$ cat src/sv/jsu_pkg.sv
`timescale 1ns / 1ps
`default_nettype none

package jsu_pkg;

  // Escape decoder phase
  typedef enum logic [1:0] {
    PH_IDLE = 2'd0,
    PH_ESC  = 2'd1,
    PH_HEX  = 2'd2
  } phase_t;

  typedef struct packed {
    logic [7:0] in_byte;
    logic       last;
  } in_beat_t;

  typedef struct packed {
    logic [7:0] out_byte;
    logic       run_end;
  } out_beat_t;

  // One decode step of the shared unit
  typedef struct packed {
    phase_t          phase_nxt;
    logic [1:0]      count_nxt;
    logic [2:0][7:0] hold_nxt;
    logic            emit;
    logic [7:0]      emit_byte;
    logic            code;
    logic [15:0]     cp;
    logic            end_hex;
    logic [1:0]      tail_n;
  } step_res_t;

  localparam logic [7:0] CH_BSLASH = 8'h5C;
  localparam logic [7:0] CH_N      = 8'h6E;
  localparam logic [7:0] CH_R      = 8'h72;
  localparam logic [7:0] CH_T      = 8'h74;
  localparam logic [7:0] CH_U      = 8'h75;
  localparam logic [7:0] CH_0      = 8'h30;
  localparam logic [7:0] CH_9      = 8'h39;
  localparam logic [7:0] CH_LA     = 8'h61;
  localparam logic [7:0] CH_LF_HEX = 8'h66;
  localparam logic [7:0] CH_UA     = 8'h41;
  localparam logic [7:0] CH_UF     = 8'h46;

  localparam logic [7:0] CTL_LF  = 8'h0A;
  localparam logic [7:0] CTL_CR  = 8'h0D;
  localparam logic [7:0] CTL_TAB = 8'h09;

  localparam logic [15:0] UTF8_LIMIT1 = 16'h0080;
  localparam logic [15:0] UTF8_LIMIT2 = 16'h0800;
  localparam logic [7:0]  UTF8_LEAD2  = 8'hC0;
  localparam logic [7:0]  UTF8_LEAD3  = 8'hE0;
  localparam logic [7:0]  UTF8_CONT   = 8'h80;

  localparam logic [1:0] UTF8_LEN1 = 2'd1;
  localparam logic [1:0] UTF8_LEN2 = 2'd2;
  localparam logic [1:0] UTF8_LEN3 = 2'd3;

  // {valid, nibble}
  function automatic logic [4:0] hex_nibble(input logic [7:0] c);
    logic [4:0] r;
    r = '0;
    if (c >= CH_0 && c <= CH_9) begin
      r = {1'b1, c[3:0]};
    end else if ((c >= CH_LA && c <= CH_LF_HEX) || (c >= CH_UA && c <= CH_UF)) begin
      r = {1'b1, 4'(c[3:0] + 4'd9)};
    end
    return r;
  endfunction

  // Value of the leading run of hex digits, first digit in dig[0]
  function automatic logic [15:0] hex_prefix(input logic [3:0][7:0] dig);
    logic [15:0] v;
    logic        run;
    logic [4:0]  h;
    v   = '0;
    run = 1'b1;
    for (int k = 0; k < 4; k++) begin
      h = hex_nibble(dig[k]);
      if (run && h[4]) begin
        v = {v[11:0], h[3:0]};
      end else begin
        run = 1'b0;
      end
    end
    return v;
  endfunction

  function automatic logic [1:0] utf8_len(input logic [15:0] v);
    logic [1:0] n;
    if (v < UTF8_LIMIT1) begin
      n = UTF8_LEN1;
    end else if (v < UTF8_LIMIT2) begin
      n = UTF8_LEN2;
    end else begin
      n = UTF8_LEN3;
    end
    return n;
  endfunction

  function automatic logic [7:0] utf8_byte(input logic [15:0] v, input logic [1:0] idx,
                                           input logic [1:0] len);
    logic [7:0] b;
    case (len)
      UTF8_LEN1: b = v[7:0];
      UTF8_LEN2: begin
        if (idx == 2'd0) begin
          b = UTF8_LEAD2 | {3'b000, v[10:6]};
        end else begin
          b = UTF8_CONT | {2'b00, v[5:0]};
        end
      end
      default: begin
        case (idx)
          2'd0:    b = UTF8_LEAD3 | {4'b0000, v[15:12]};
          2'd1:    b = UTF8_CONT | {2'b00, v[11:6]};
          default: b = UTF8_CONT | {2'b00, v[5:0]};
        endcase
      end
    endcase
    return b;
  endfunction

endpackage

`default_nettype wire

$ cat src/sv/jsu_step.sv
`timescale 1ns / 1ps
`default_nettype none

module jsu_step (
  input  jsu_pkg::phase_t    phase,
  input  logic [1:0]         hcnt,
  input  logic [2:0][7:0]    hold,
  input  logic [7:0]         c,
  input  logic               fin,
  output jsu_pkg::step_res_t res
);
  import jsu_pkg::*;

  always_comb begin
    res.phase_nxt = PH_IDLE;
    res.count_nxt = '0;
    res.hold_nxt  = hold;
    res.emit      = 1'b0;
    res.emit_byte = c;
    res.code      = 1'b0;
    res.cp        = hex_prefix({c, hold});
    res.end_hex   = 1'b0;
    res.tail_n    = '0;
    case (phase)
      PH_ESC: begin
        case (c)
          CH_N: begin
            res.emit      = 1'b1;
            res.emit_byte = CTL_LF;
          end
          CH_R: begin
            res.emit      = 1'b1;
            res.emit_byte = CTL_CR;
          end
          CH_T: begin
            res.emit      = 1'b1;
            res.emit_byte = CTL_TAB;
          end
          CH_U: begin
            // string ends right on the u: nothing held, nothing to replay
            if (fin) begin
              res.end_hex = 1'b1;
            end else begin
              res.phase_nxt = PH_HEX;
            end
          end
          default: res.emit = 1'b1;
        endcase
      end
      PH_HEX: begin
        if (hcnt == 2'd3) begin
          res.code = 1'b1;
        end else begin
          res.hold_nxt[hcnt] = c;
          if (fin) begin
            res.end_hex = 1'b1;
            res.tail_n  = hcnt + 2'd1;
          end else begin
            res.phase_nxt = PH_HEX;
            res.count_nxt = hcnt + 2'd1;
          end
        end
      end
      default: begin
        // a trailing backslash passes as itself
        if (c == CH_BSLASH && !fin) begin
          res.phase_nxt = PH_ESC;
        end else begin
          res.emit = 1'b1;
        end
      end
    endcase
  end

endmodule

`default_nettype wire

$ cat src/sv/json_string_unescape_utf8.sv
`timescale 1ns / 1ps
`default_nettype none

// Streaming JSON string body decoder: one escaped byte per input beat, zero to
// three decoded bytes per input, run_end set on the last byte caused by each
// input. A single decode-step unit, under a small sequencer, handles one byte
// per cycle while the output does not block it, and the block accepts no new
// beat until the current one is fully handed off. A plain byte passes through
// S_FEED and S_FLUSH; a byte ending a \u escape also passes through S_CODE,
// which emits its UTF-8 bytes (1 to 3) in turn; a string that ends inside a \u
// escape replays its held digits through the step unit. Each emitted byte waits
// on out_stall through a one-deep pending register ahead of the output register.
module json_string_unescape_utf8 (
  input  logic                clk,
  input  logic                rst_n,
  input  logic                in_valid,
  output logic                in_stall,
  input  jsu_pkg::in_beat_t   in_data,
  output logic                out_valid,
  input  logic                out_stall,
  output jsu_pkg::out_beat_t  out_data
);
  import jsu_pkg::*;

  typedef enum logic [1:0] {
    S_IDLE,
    S_FEED,
    S_CODE,
    S_FLUSH
  } state_t;

  state_t          state_r, state_nxt;
  phase_t          phase_r, phase_nxt;
  logic [1:0]      hcnt_r, hcnt_nxt;
  logic [2:0][7:0] hold_r, hold_nxt;
  logic [2:0][7:0] q_r, q_nxt;
  logic [1:0]      qidx_r, qidx_nxt;
  logic [1:0]      qlast_r, qlast_nxt;
  logic            qfin_r, qfin_nxt;
  logic            more_r, more_nxt;
  logic [15:0]     cp_r, cp_nxt;
  logic [1:0]      clen_r, clen_nxt;
  logic [1:0]      cidx_r, cidx_nxt;
  logic            pend_v_r, pend_v_nxt;
  logic [7:0]      pend_b_r, pend_b_nxt;
  logic            out_v_r, out_v_nxt;
  out_beat_t       out_d_r, out_d_nxt;

  step_res_t       res;
  logic            more;
  logic            out_free;
  logic            blocked;
  logic            push;
  out_beat_t       push_d;

  assign more     = qidx_r != qlast_r;
  assign out_free = !out_v_r || !out_stall;
  assign blocked  = pend_v_r && !out_free;

  jsu_step u_step (
    .phase (phase_r),
    .hcnt  (hcnt_r),
    .hold  (hold_r),
    .c     (q_r[qidx_r]),
    .fin   (qfin_r && !more),
    .res   (res)
  );

  always_comb begin
    state_nxt  = state_r;
    phase_nxt  = phase_r;
    hcnt_nxt   = hcnt_r;
    hold_nxt   = hold_r;
    q_nxt      = q_r;
    qidx_nxt   = qidx_r;
    qlast_nxt  = qlast_r;
    qfin_nxt   = qfin_r;
    more_nxt   = more_r;
    cp_nxt     = cp_r;
    clen_nxt   = clen_r;
    cidx_nxt   = cidx_r;
    pend_v_nxt = pend_v_r;
    pend_b_nxt = pend_b_r;
    push       = 1'b0;
    push_d     = '{out_byte: pend_b_r, run_end: 1'b0};
    case (state_r)
      S_IDLE: begin
        if (in_valid) begin
          q_nxt[0]  = in_data.in_byte;
          qidx_nxt  = '0;
          qlast_nxt = '0;
          qfin_nxt  = in_data.last;
          state_nxt = S_FEED;
        end
      end
      S_FEED: begin
        if (!blocked) begin
          phase_nxt = res.phase_nxt;
          hcnt_nxt  = res.count_nxt;
          hold_nxt  = res.hold_nxt;
          if (res.emit) begin
            push       = pend_v_r;
            pend_v_nxt = 1'b1;
            pend_b_nxt = res.emit_byte;
          end
          if (res.end_hex) begin
            // replay the held digits as the tail of the string
            q_nxt     = res.hold_nxt;
            qidx_nxt  = '0;
            qlast_nxt = res.tail_n - 2'd1;
            qfin_nxt  = 1'b1;
            state_nxt = (res.tail_n == 2'd0) ? S_FLUSH : S_FEED;
          end else begin
            more_nxt = more;
            if (more) begin
              qidx_nxt = qidx_r + 2'd1;
            end
            if (res.code) begin
              cp_nxt    = res.cp;
              clen_nxt  = utf8_len(res.cp);
              cidx_nxt  = '0;
              state_nxt = S_CODE;
            end else begin
              state_nxt = more ? S_FEED : S_FLUSH;
            end
          end
        end
      end
      S_CODE: begin
        if (!blocked) begin
          push       = pend_v_r;
          pend_v_nxt = 1'b1;
          pend_b_nxt = utf8_byte(cp_r, cidx_r, clen_r);
          cidx_nxt   = cidx_r + 2'd1;
          if (cidx_r == clen_r - 2'd1) begin
            state_nxt = more_r ? S_FEED : S_FLUSH;
          end
        end
      end
      S_FLUSH: begin
        if (!pend_v_r) begin
          state_nxt = S_IDLE;
        end else if (out_free) begin
          push           = 1'b1;
          push_d.run_end = 1'b1;
          pend_v_nxt     = 1'b0;
          state_nxt      = S_IDLE;
        end
      end
      default: state_nxt = S_IDLE;
    endcase

    out_d_nxt = out_d_r;
    out_v_nxt = out_v_r;
    if (push) begin
      out_v_nxt = 1'b1;
      out_d_nxt = push_d;
    end else if (!out_stall) begin
      out_v_nxt = 1'b0;
    end
  end

  always_ff @(posedge clk) begin
    if (!rst_n) begin
      state_r  <= S_IDLE;
      phase_r  <= PH_IDLE;
      hcnt_r   <= '0;
      pend_v_r <= 1'b0;
      out_v_r  <= 1'b0;
    end else begin
      state_r  <= state_nxt;
      phase_r  <= phase_nxt;
      hcnt_r   <= hcnt_nxt;
      pend_v_r <= pend_v_nxt;
      out_v_r  <= out_v_nxt;
    end
    hold_r   <= hold_nxt;
    q_r      <= q_nxt;
    qidx_r   <= qidx_nxt;
    qlast_r  <= qlast_nxt;
    qfin_r   <= qfin_nxt;
    more_r   <= more_nxt;
    cp_r     <= cp_nxt;
    clen_r   <= clen_nxt;
    cidx_r   <= cidx_nxt;
    pend_b_r <= pend_b_nxt;
    out_d_r  <= out_d_nxt;
  end

  assign in_stall  = state_r != S_IDLE;
  assign out_valid = out_v_r;
  assign out_data  = out_d_r;

  a_idle_no_pend: assert property (@(posedge clk) disable iff (!rst_n)
    state_r == S_IDLE |-> !pend_v_r)
    else $error("pending byte left behind on return to idle");

  a_hcnt_phase: assert property (@(posedge clk) disable iff (!rst_n)
    hcnt_r != 2'd0 |-> phase_r == PH_HEX)
    else $error("hex digits held outside a u escape");

  a_queue_idx: assert property (@(posedge clk) disable iff (!rst_n)
    state_r == S_FEED |-> qidx_r <= qlast_r)
    else $error("replay index past its last entry");

  a_code_idx: assert property (@(posedge clk) disable iff (!rst_n)
    state_r == S_CODE |-> (cidx_r < clen_r) && (clen_r != 2'd0))
    else $error("UTF-8 byte index out of range");

  a_push_free: assert property (@(posedge clk) disable iff (!rst_n)
    push |-> out_free)
    else $error("result pushed into a full output register");

endmodule

`default_nettype wire
$ cat config.mk
export PLATFORM = sky130hd
export DESIGN_NAME = json_string_unescape_utf8
export DESIGN_NICKNAME = d
export VERILOG_FILES = /design/src/sv/jsu_pkg.sv /design/src/sv/jsu_step.sv /design/src/sv/json_string_unescape_utf8.sv
export SDC_FILE = /design/constraint.sdc
export NUM_CORES = 1
export LEC_CHECK = 0
export BUFFER_PORTS_ARGS = -buffer_cell sky130_fd_sc_hd__buf_2
export CORE_MARGIN = 2
export CORE_UTILIZATION = 60
export DETAILED_ROUTE_END_ITERATION = 10
export GPL_ROUTABILITY_DRIVEN = 0
export PLACE_DENSITY_LB_ADDON = 0.3
export SETUP_SLACK_MARGIN = 0.1
export SLEW_MARGIN = 20
export SYNTH_ARGS = -nofsm -noshare
export SYNTH_HDL_FRONTEND = slang
export SYNTH_SLANG_ARGS = --single-unit
$ cat constraint.sdc
create_clock -name clk -period 3.9 [get_ports clk]
set_clock_uncertainty 0.05 [all_clocks]
set_input_delay 0.585 -clock clk [delete_from_list [all_inputs] [get_ports clk]]
set_output_delay 0.585 -clock clk [all_outputs]
set_load 0.01 [all_outputs]
Yosys cells after proc, flatten, opt, wreduce, memory -nomap -nowiden

Index checks and enable logic that the tools add are counted.

Bits in registers: 99
Input port bits: 13
Word-level logic and storage cells: 229
Output and inout bits: 11

Reduce and logical (&&, ||, !) cells: 46
Bitwise operators: 2
Mux-type cells: 95
$add $sub $neg: 9
$lt $le $gt $ge: 29
Equality and inequality tests: 27

Operator list:

| kind                                                                                 | count |
|---|---|
| 8-bit 2-to-1 mux                                                                     | 10 |
| 8-bit by 7-bit greater-or-equal comparator with 1-bit output (second input constant) | 8 |
| 8-bit by 7-bit <= comparator with 1-bit output (second input constant)               | 8 |
| 2-bit 2-to-1 mux                                                                     | 24 |
| 8-bit case mux with 2 select lines                                                   | 3 |
| 8-bit by 7-bit equality test with 1-bit output (second input constant)               | 5 |
| 5-bit 2-to-1 mux                                                                     | 8 |
| 8-bit by 6-bit greater-or-equal comparator with 1-bit output (second input constant) | 4 |
| 8-bit by 6-bit <= comparator with 1-bit output (second input constant)               | 4 |
| 28-bit 2-to-1 mux                                                                    | 1 |
| 1-bit 2-to-1 mux                                                                     | 26 |
| 26-bit 2-to-1 mux                                                                    | 1 |
| 24-bit bitwise mux                                                                   | 1 |
| 8-bit case mux with 3 select lines                                                   | 1 |
| 4-bit AND reduction                                                                  | 5 |
| 1-bit logical AND                                                                    | 19 |
| 4-bit adder (second input constant)                                                  | 4 |
| 8-bit binary-select mux with 2-bit select                                            | 1 |
| 8-bit demux with 2-bit select                                                        | 1 |
| 16-bit by 12-bit less-than comparator with 1-bit output (second input constant)      | 1 |
| 16-bit by 8-bit less-than comparator with 1-bit output (second input constant)       | 1 |
| 16-bit 2-to-1 mux                                                                    | 1 |
| 2-bit != test (second input constant)                                                | 8 |
| 2-bit case mux with 2 select lines                                                   | 4 |
| other kinds (27)                                                                     | 59 |

Longest topological paths before layout

Gate-level depths: netlist of the first run.

Word-level depth: 14
Mapped depth: 13
Gate-level depth less buffers: 11

Hierarchy

A second synthesis of the first run with hierarchy kept.

Cell total of the unflattened synthesis: 527
Area total of the unflattened synthesis: 5,711.7 um2

Modules (own cells, without submodules):

| module                    | cells each | area an instance (um2) | times used | seq. area each (um2) |
|---|---|---|---|---|
| json_string_unescape_utf8 | 304        | 4,086.4                | 1          | 2,892.8 |
| jsu_step                  | 223        | 1,625.3                | 1          | 0.0 |

Worst setup path after synthesis of the first run

Ideal clock, no wire load.

Path type: register to register
From: reg qidx_r[0]
To: reg clen_r[0], enable pin
Library setup time: 0.416 ns
Arrival: 3.063 ns
Clock period less this slack: 3.529 ns
Cell stages (with the launch flop): 9
Path buffers: 1
Required time: 3.434 ns
Slack: 0.371 ns
Path through: edfxtp_1 > and2b_1 > buf_6 > a21oi_4 > inv_2 > ha_1 > a41oi_1 > nor3_2 > nor3_1

Cells in the longest elaborated chain, start to end: 8
Elaborated cells on any way between the ends: 13
Those cells by class: eq/ne: 2; mux: 7; bitwise: 1; reduce/logical: 3

Ends and longest elaborated chain:

| what                                                                              | line                             | text |
|---|---|---|
| from (decl)                                                                       | json_string_unescape_utf8.sv:37  | `logic [1:0] qidx_r, qidx_nxt;` |
| from (signal assigned)                                                            | json_string_unescape_utf8.sv:179 | `qidx_r <= qidx_nxt;` |
| branches (longest 5 deep; another with 8-bit binary-select mux with 2-bit select) | n/a                              |  |
| 1-bit case mux with 2 select lines *                                              | jsu_step.sv:24                   | `case (phase)` |
| 1-bit inverter (no line) *                                                        | n/a                              |  |
| 4-bit AND reduction (no line) *                                                   | n/a                              |  |
| to (signal assigned)                                                              | json_string_unescape_utf8.sv:184 | `clen_r <= clen_nxt;` |
| to (decl)                                                                         | json_string_unescape_utf8.sv:42  | `logic [1:0] clen_r, clen_nxt;` |

Every way passes the cells marked *. The select of a mux whose other input is x is not followed.
A chain may end at the register's enable or synchronous reset.

Worst setup path after layout of the first run

From: reg qidx_r[1]
To: reg clen_r[1], data pin

Cells in the longest elaborated chain, start to end: 10
Elaborated cells on any way between the ends: 18
Those cells by class: add/sub: 1; order compare: 7; mux: 5; reduce/logical: 5

Ends and longest elaborated chain:

| what                                                                                                                                  | line                            | text |
|---|---|---|
| 8-bit binary-select mux with 2-bit select *                                                                                           | json_string_unescape_utf8.sv:64 | `.c (q_r[qidx_r]),` |
| 8-bit 2-to-1 mux (implied by the code) *                                                                                              | json_string_unescape_utf8.sv:64 |  |
| 8-bit by 7-bit greater-or-equal comparator with 1-bit output / 8-bit by 7-bit <= comparator with 1-bit output (equally long branches) | jsu_pkg.sv:68                   | `end else if ((c >= CH_LA && c <= CH_LF_HEX) \|\| (c >= CH_UA && c <= CH_UF)) begin` |
| 1-bit logical AND                                                                                                                     | jsu_pkg.sv:68                   |  |
| 1-bit logical OR                                                                                                                      | jsu_pkg.sv:68                   |  |
| 5-bit 2-to-1 mux                                                                                                                      | jsu_pkg.sv:68                   |  |
| 5-bit 2-to-1 mux *                                                                                                                    | jsu_pkg.sv:66                   | `if (c >= CH_0 && c <= CH_9) begin` |
| 1-bit logical AND                                                                                                                     | jsu_pkg.sv:83                   | `if (run && h[4]) begin` |
| 16-bit 2-to-1 mux *                                                                                                                   | jsu_pkg.sv:83                   |  |
| 16-bit by 8-bit less-than comparator with 1-bit output *                                                                              | jsu_pkg.sv:94                   | `if (v < UTF8_LIMIT1) begin` |

Mark *: on every way between the ends. The rest lies on a longest branch, timed or not. The select of a mux whose other input is x is not followed.

==> impl_metrics.env, run 1 <==
export IMPL_cp_slowest_stage_delay_ns=0.54
export IMPL_netlist_area_um2=5798
export IMPL_cts_setup_buffers=0
export IMPL_crit_family="compound AO/OA/AOI/OAI gates"
export IMPL_rsz0062_at_grt="no"
export IMPL_rrSetupSlack_ns=0.43
export IMPL_grt_pass1_vias=3953
export IMPL_switching_power_uw=775.5
export IMPL_min_period_over_period_pct=88.91
export IMPL_vdd_drop_max_mv=0.3195
export IMPL_power_mw=2.687
export IMPL_drv_cap=0
export IMPL_r2r_start="qidx_r[1]"
export IMPL_top_layer="met4"
export IMPL_async_flop_share_pct=0
export IMPL_route_detailed_drc=0
export IMPL_finalSetupViolCount=0
export IMPL_worstHoldPathType="flop to flop"
export IMPL_antenna_found_initial=0
export IMPL_critPathKind="flop to flop"
export IMPL_cts_made_buffers=9
export IMPL_cp_depth=11
export IMPL_rows=35
export IMPL_postSynthCellCount=526
export IMPL_cts_sinks=99
export IMPL_whs_path_depth=0
export IMPL_die_area_um2=10470
export IMPL_dp_hpwl_um=9703
export IMPL_coreArea_um2=9328
export IMPL_swShare_pct=28.86
export IMPL_synth_seq_area_share_pct=49.89
export IMPL_post_drt_wl_per_cell_um=19.53
export IMPL_gr_total_overflow=0
export IMPL_ys_flop_type="edfxtp_1"
export IMPL_syn_area_per_cell_um2=11.02
export IMPL_syn_num_nets=564
export IMPL_fin_crit_ns=3.467
export IMPL_status="finished, final reports clean"
export IMPL_htreeDepth=3
export IMPL_drt_initial_drc_count=277
export IMPL_cts_hold_buf=0
export IMPL_finish_utilization_pct=67.40
export IMPL_tightest_slew_ns=0.8122
export IMPL_syn2layout_area_growth_pct=8.438
export IMPL_die_w_um=102.3
export IMPL_worstPathCellList="mux2i_1 > nor2_1 > a21oi_2 > clkinv_2 > ha_1 > o211ai_1 > o2111ai_2 > a32oi_2 > mux2i_1 > o41ai_2 > o211ai_1"
export IMPL_ys_seq_elements=99
export IMPL_first_pass_iters=5
export IMPL_leakage_nw=2.292
export IMPL_ant_nets=0
export IMPL_timing_slew_headroom_pct=45.61
export IMPL_critPathLaunchType="flop"
export IMPL_vias=4232
export IMPL_cp_data_arrival_time_ns=3.53
export IMPL_r2r_end="clen_r[1]"
export IMPL_finalSetupTns_ns=0
export IMPL_synth_most_common_cell="edfxtp_1"
export IMPL_dp_slack_ns=0.4949
export IMPL_end_kind="flop"
export IMPL_cp_buffers_inverters=1
export IMPL_place_area_um2=6041
export IMPL_combPwrFrac_pct=21.2
export IMPL_power_density_nw_per_um2=427.4
export IMPL_grt_first_pass_wirelength_um=20790
export IMPL_whs_ns=0.3691
export IMPL_pwr_share_seq_pct=48.9
export IMPL_cp_max_fo=9
export IMPL_drv_slew=0
export IMPL_cts_tree="yes"
export IMPL_die_y_um=102.3
export IMPL_stdcell_count=680
export IMPL_numPortBuffers=23
export IMPL_met3_length_um=894
export IMPL_path_clk_slew_ns=0.10
export IMPL_grt_max_degree=25
export IMPL_initial_core_util_pct=62.16
export IMPL_ys_types=77
export IMPL_power_frac_clock_pct=29.9
export IMPL_synth_top_area_share_pct=47.13
export IMPL_final_hold_viol_count=0
export IMPL_design_area_um2=6287
export IMPL_clock_latency_ns=0.38
export IMPL_rr_worst_depth=11
export IMPL_ios=24
export IMPL_num_nets_final=584
export IMPL_route_met2_wl_um=6517
export IMPL_root_buffer="clkbuf_8"
export IMPL_layout_setup_ws_ns=0.4326
export IMPL_drive_gt1_share_pct=15.79
export IMPL_vias_per_cell=6.224
export IMPL_p_int_mw=1.912
export IMPL_yosysTopAreaCell="edfxtp_1"
export IMPL_synth_edff_count=91
export IMPL_track_usage_pct=26.43
export IMPL_place_inst=664
export IMPL_hp_start="pend_b_r[3]"
export IMPL_max_freq_mhz=288.4
export IMPL_postCtsResizedCells=0
export IMPL_required_ns=3.97
export IMPL_totalWireLength_um=13280
export IMPL_cpMaxStageDelayCell="a32oi_2"
export IMPL_cts_buffer_depth=2
export IMPL_synth_common_cells="edfxtp_1 (91), nand2_1 (54), nor2_1 (33)"
export IMPL_yosys_top_cells_area="edfxtp_1 (47%), ha_1 (5.4%), nand2_1 (3.5%)"
export IMPL_n_antenna_cell=0
export IMPL_yosysWarnings=0
export IMPL_wl_met1_um=5696
export IMPL_worstHoldEndpoint="out_data[4]"
kinds of logic (layout without fill, tap and decap cells):
group                    Yosys count  count (layout)  synth area share (%)
AO/OA/AOI/OAI                    141             141                 18.56
XOR/XNOR                          12              12                 1.813
adder cells (fa/ha/maj)           25              25                 5.395
buffers and inverters             53              78                 3.927
flip-flops                        99              99                 49.89
multiplexers                      33              33                 6.236
AND/OR/NAND/NOR                  163             163                 14.18
layout by cell type, fill, tap and decap left out, types with 4 or more instances in the layout:
cell type  instances
buf_4             11
nor2b_1            7
nand2b_1          11
a21boi_0           5
clkbuf_8           9
a211oi_1           5
inv_1             26
xnor2_1           11
mux2i_1           17
o211ai_1          10
a21oi_1           23
o21bai_1           5
or2_2              4
nor3_1             9
ha_1              25
nand2_1           54
a221oi_1           6
edfxtp_1          91
dfxtp_1            8
a22oi_1            7
mux2_2            15
o21ai_0           28
a31oi_1            8
nand3_1           11
and2_1             7
buf_2             23
o21a_1             4
nor2_1            33
sequential cells by signal (all words and copies together) (netlist names):
name and count:
cp_r 16, state_r 2, q_r 24, hcnt_r 2, out_valid 1, hold_r 24
more_r 1, out_data 9, cidx_r 2, pend_v_r 1, qidx_r 2, pend_b_r 8
qlast_r 2, phase_r 2, qfin_r 1, clen_r 2
how the worst max path moves through the flow:
| stage | slack [ns] | startpoint | endpoint |
|---|---|---|---|
| final | 0.43 | qidx_r[1] | clen_r[1] |
| after global routing | 0.19 | qidx_r[1] | clen_r[1] |
| after detailed placement | 0.49 | qidx_r[1] | clen_r[1] |
| after floorplan | 0.37 | qidx_r[0] | clen_r[0] |
| after global placement | 0.70 | qidx_r[1] | clen_r[1] |
| after CTS | 0.49 | qidx_r[1] | clen_r[1] |
worst reg2reg max path: stages, from the launching register on:
cell and delay [ns]:
edfxtp_1 0.53, mux2i_1 0.26, nor2_1 0.07, a21oi_2 0.21, clkinv_2 0.19, ha_1 0.27, o211ai_1 0.11, o2111ai_2 0.19
a32oi_2 0.54, mux2i_1 0.22, o41ai_2 0.41, o211ai_1 0.14
layer usage:
| layer | vias to the layer above | GRT usage [%] |
|---|---|---|
| met5 | - | 0 |
| met4 | 0 | 7.385 |
| met3 | 16 | 6.977 |
| met2 | 157 | 44.23 |
| met1 | 2048 | 34.20 |
| li1 | 2011 | - |
power by group through the flow:
stage / registers (mW) / clock network (mW) / logic (mW)
2_1_floorplan: 1.32 / 0 / 0.423
5_1_grt: 1.32 / 0.850 / 0.612
3_3_place_gp: 1.33 / 0 / 0.533
6_report: 1.31 / 0.804 / 0.568
3_5_place_dp: 1.34 / 0 / 0.553
4_1_cts: 1.31 / 0.817 / 0.558
cell type report:
type / count / area, µm²
fill: 686 / 3040
tap: 129 / 161.4
sequential: 99 / 2893
inverter: 28 / 106.4
clock buffer: 10 / 127.6
timing repair buffer: 34 / 197.7
multi-input combinational: 374 / 2683
clock inverter: 6 / 118.9
(Power assumes the default switching activity.)
==> run 2, diff against run 1 <==
Settings changed: PLACE_DENSITY_LB_ADDON 0.3 to 0.12.
==> impl_metrics.env, run 2 (synthesis results as in run 1) <==
export IMPL_final_hold_viol_count=0
export IMPL_r2r_start="qidx_r[1]"
export IMPL_place_inst=664
export IMPL_largestRegisters="hold_r: 24 flops, q_r: 24 flops, cp_r: 16 flops"
export IMPL_grt_first_pass_wirelength_um=20210
export IMPL_ios=24
export IMPL_final_common_cell="edfxtp_1"
export IMPL_first_pass_iters=5
export IMPL_whs_ns=0.3776
export IMPL_die_w_um=102.3
export IMPL_cp_max_fo=11
export IMPL_timing_slew_headroom_pct=45.46
export IMPL_grt_pass1_vias=3943
export IMPL_vias_per_cell=6.057
export IMPL_drv_slew=0
export IMPL_drive_gt1_share_pct=15.97
export IMPL_worstHoldEndpoint="out_data[3]"
export IMPL_power_density_nw_per_um2=406.5
export IMPL_fillers=737
export IMPL_worst_path_most_repeated_cell="buf_4"
export IMPL_postCtsResizedCells=0
export IMPL_status="finished, final reports clean"
export IMPL_drt_initial_drc_count=274
export IMPL_num_nets_final=584
export IMPL_layout_setup_ws_ns=0.5533
export IMPL_cts_buffer_depth=2
export IMPL_antenna_found_initial=0
export IMPL_n_antenna_cell=0
export IMPL_dp_slack_ns=0.5789
export IMPL_hp_start="pend_b_r[2]"
export IMPL_path_clk_slew_ns=0.12
export IMPL_gr_total_overflow=0
export IMPL_coreArea_um2=9328
export IMPL_cts_sinks=99
export IMPL_r2r_end="q_r[6]"
export IMPL_cp_buffers_inverters=2
export IMPL_worstHoldPathType="flop to flop"
export IMPL_numPortBuffers=23
export IMPL_cp_data_arrival_time_ns=3.39
export IMPL_initial_core_util_pct=62.16
export IMPL_finalSetupViolCount=0
export IMPL_totalWireLength_um=12660
export IMPL_crit_family="simple AND/OR/NAND/NOR gates"
export IMPL_final_cell_mix="edfxtp_1 (91), nand2_1 (54), nor2_1 (33), o21ai_0 (28), inv_1 (26)"
export IMPL_tightest_slew_ns=0.8145
export IMPL_htreeDepth=3
export IMPL_whs_path_depth=0
export IMPL_power_mw=2.543
export IMPL_stdcell_count=680
export IMPL_place_area_um2=6041
export IMPL_rsz0062_at_grt="no"
export IMPL_end_kind="flop"
export IMPL_cpMaxStageDelayCell="edfxtp_1"
export IMPL_critPathLaunchType="flop"
export IMPL_finish_utilization_pct=67.07
export IMPL_post_drt_wl_per_cell_um=18.62
export IMPL_required_ns=3.94
export IMPL_cts_tree="yes"
export IMPL_rows=35
export IMPL_cp_slowest_stage_delay_ns=0.50
export IMPL_root_buffer="clkbuf_8"
export IMPL_cts_hold_buf=0
export IMPL_route_detailed_drc=0
export IMPL_max_freq_mhz=298.8
export IMPL_rr_worst_depth=9
export IMPL_fin_crit_ns=3.347
export IMPL_track_usage_pct=25.43
export IMPL_critPathKind="flop to flop"
export IMPL_vias=4119
export IMPL_drv_cap=0
export IMPL_min_period_over_period_pct=85.81
export IMPL_rrSetupSlack_ns=0.55
export IMPL_die_y_um=102.3
export IMPL_clock_latency_ns=0.38
export IMPL_cts_made_buffers=9
export IMPL_worstPathCellList="and2b_1 > buf_4 > a2bb2oi_2 > and3b_1 > a41oi_1 > nor3_2 > a22oi_1 > nor2_1 > buf_4"
export IMPL_design_area_um2=6256
export IMPL_dp_hpwl_um=9324
export IMPL_cts_setup_buffers=0
export IMPL_vdd_drop_max_mv=0.2376
export IMPL_die_area_um2=10470
export IMPL_ant_nets=0
export IMPL_grt_max_degree=22
export IMPL_leakage_nw=2.275
export IMPL_syn2layout_area_growth_pct=7.898
export IMPL_finalSetupTns_ns=0
[run 2: worst max-delay path by stage]
stage	start	endpoint	slack [ns]	cells past startpoint
detailed placement	qidx_r[1]	q_r[7]	0.58	9
CTS	qidx_r[1]	q_r[6]	0.55	9
floorplan	qidx_r[0]	clen_r[0]	0.37	8
global placement	qidx_r[1]	q_r[4]	0.70	9
finish	qidx_r[1]	q_r[6]	0.55	9
global route	qidx_r[1]	qlast_r[0]	0.33	9
[run 2: power by group]
part	switching, mW	internal (mW)	total, mW	leakage (nW)
Clock	0.418	0.259	0.677	0.105
Combinational	0.338	0.217	0.555	1.29
Sequential	0.0538	1.26	1.31	0.882
[run 2: cell type report]
| type | instances | area [µm²] | share of cell area, % |
|---|---|---|---|
| Inverter | 28 | 106.4 | 1.700 |
| Clock inverter | 7 | 91.34 | 1.460 |
| Multi-Input combinational cell | 374 | 2683 | 42.88 |
| Timing Repair Buffer | 34 | 197.7 | 3.160 |
| Tap cell | 129 | 161.4 | 2.580 |
| Clock buffer | 9 | 123.9 | 1.980 |
| Sequential cell | 99 | 2893 | 46.24 |
[run 2: per-layer routing]
layer | part of all wire (%) | vias up | track usage [%]
met5 | 0 | - | 0
met4 | 2.9 | 0 | 10.46
met3 | 5.0 | 26 | 2.668
met2 | 47 | 131 | 40.54
met1 | 45 | 1963 | 35.87
li1 | - | 1999 | -
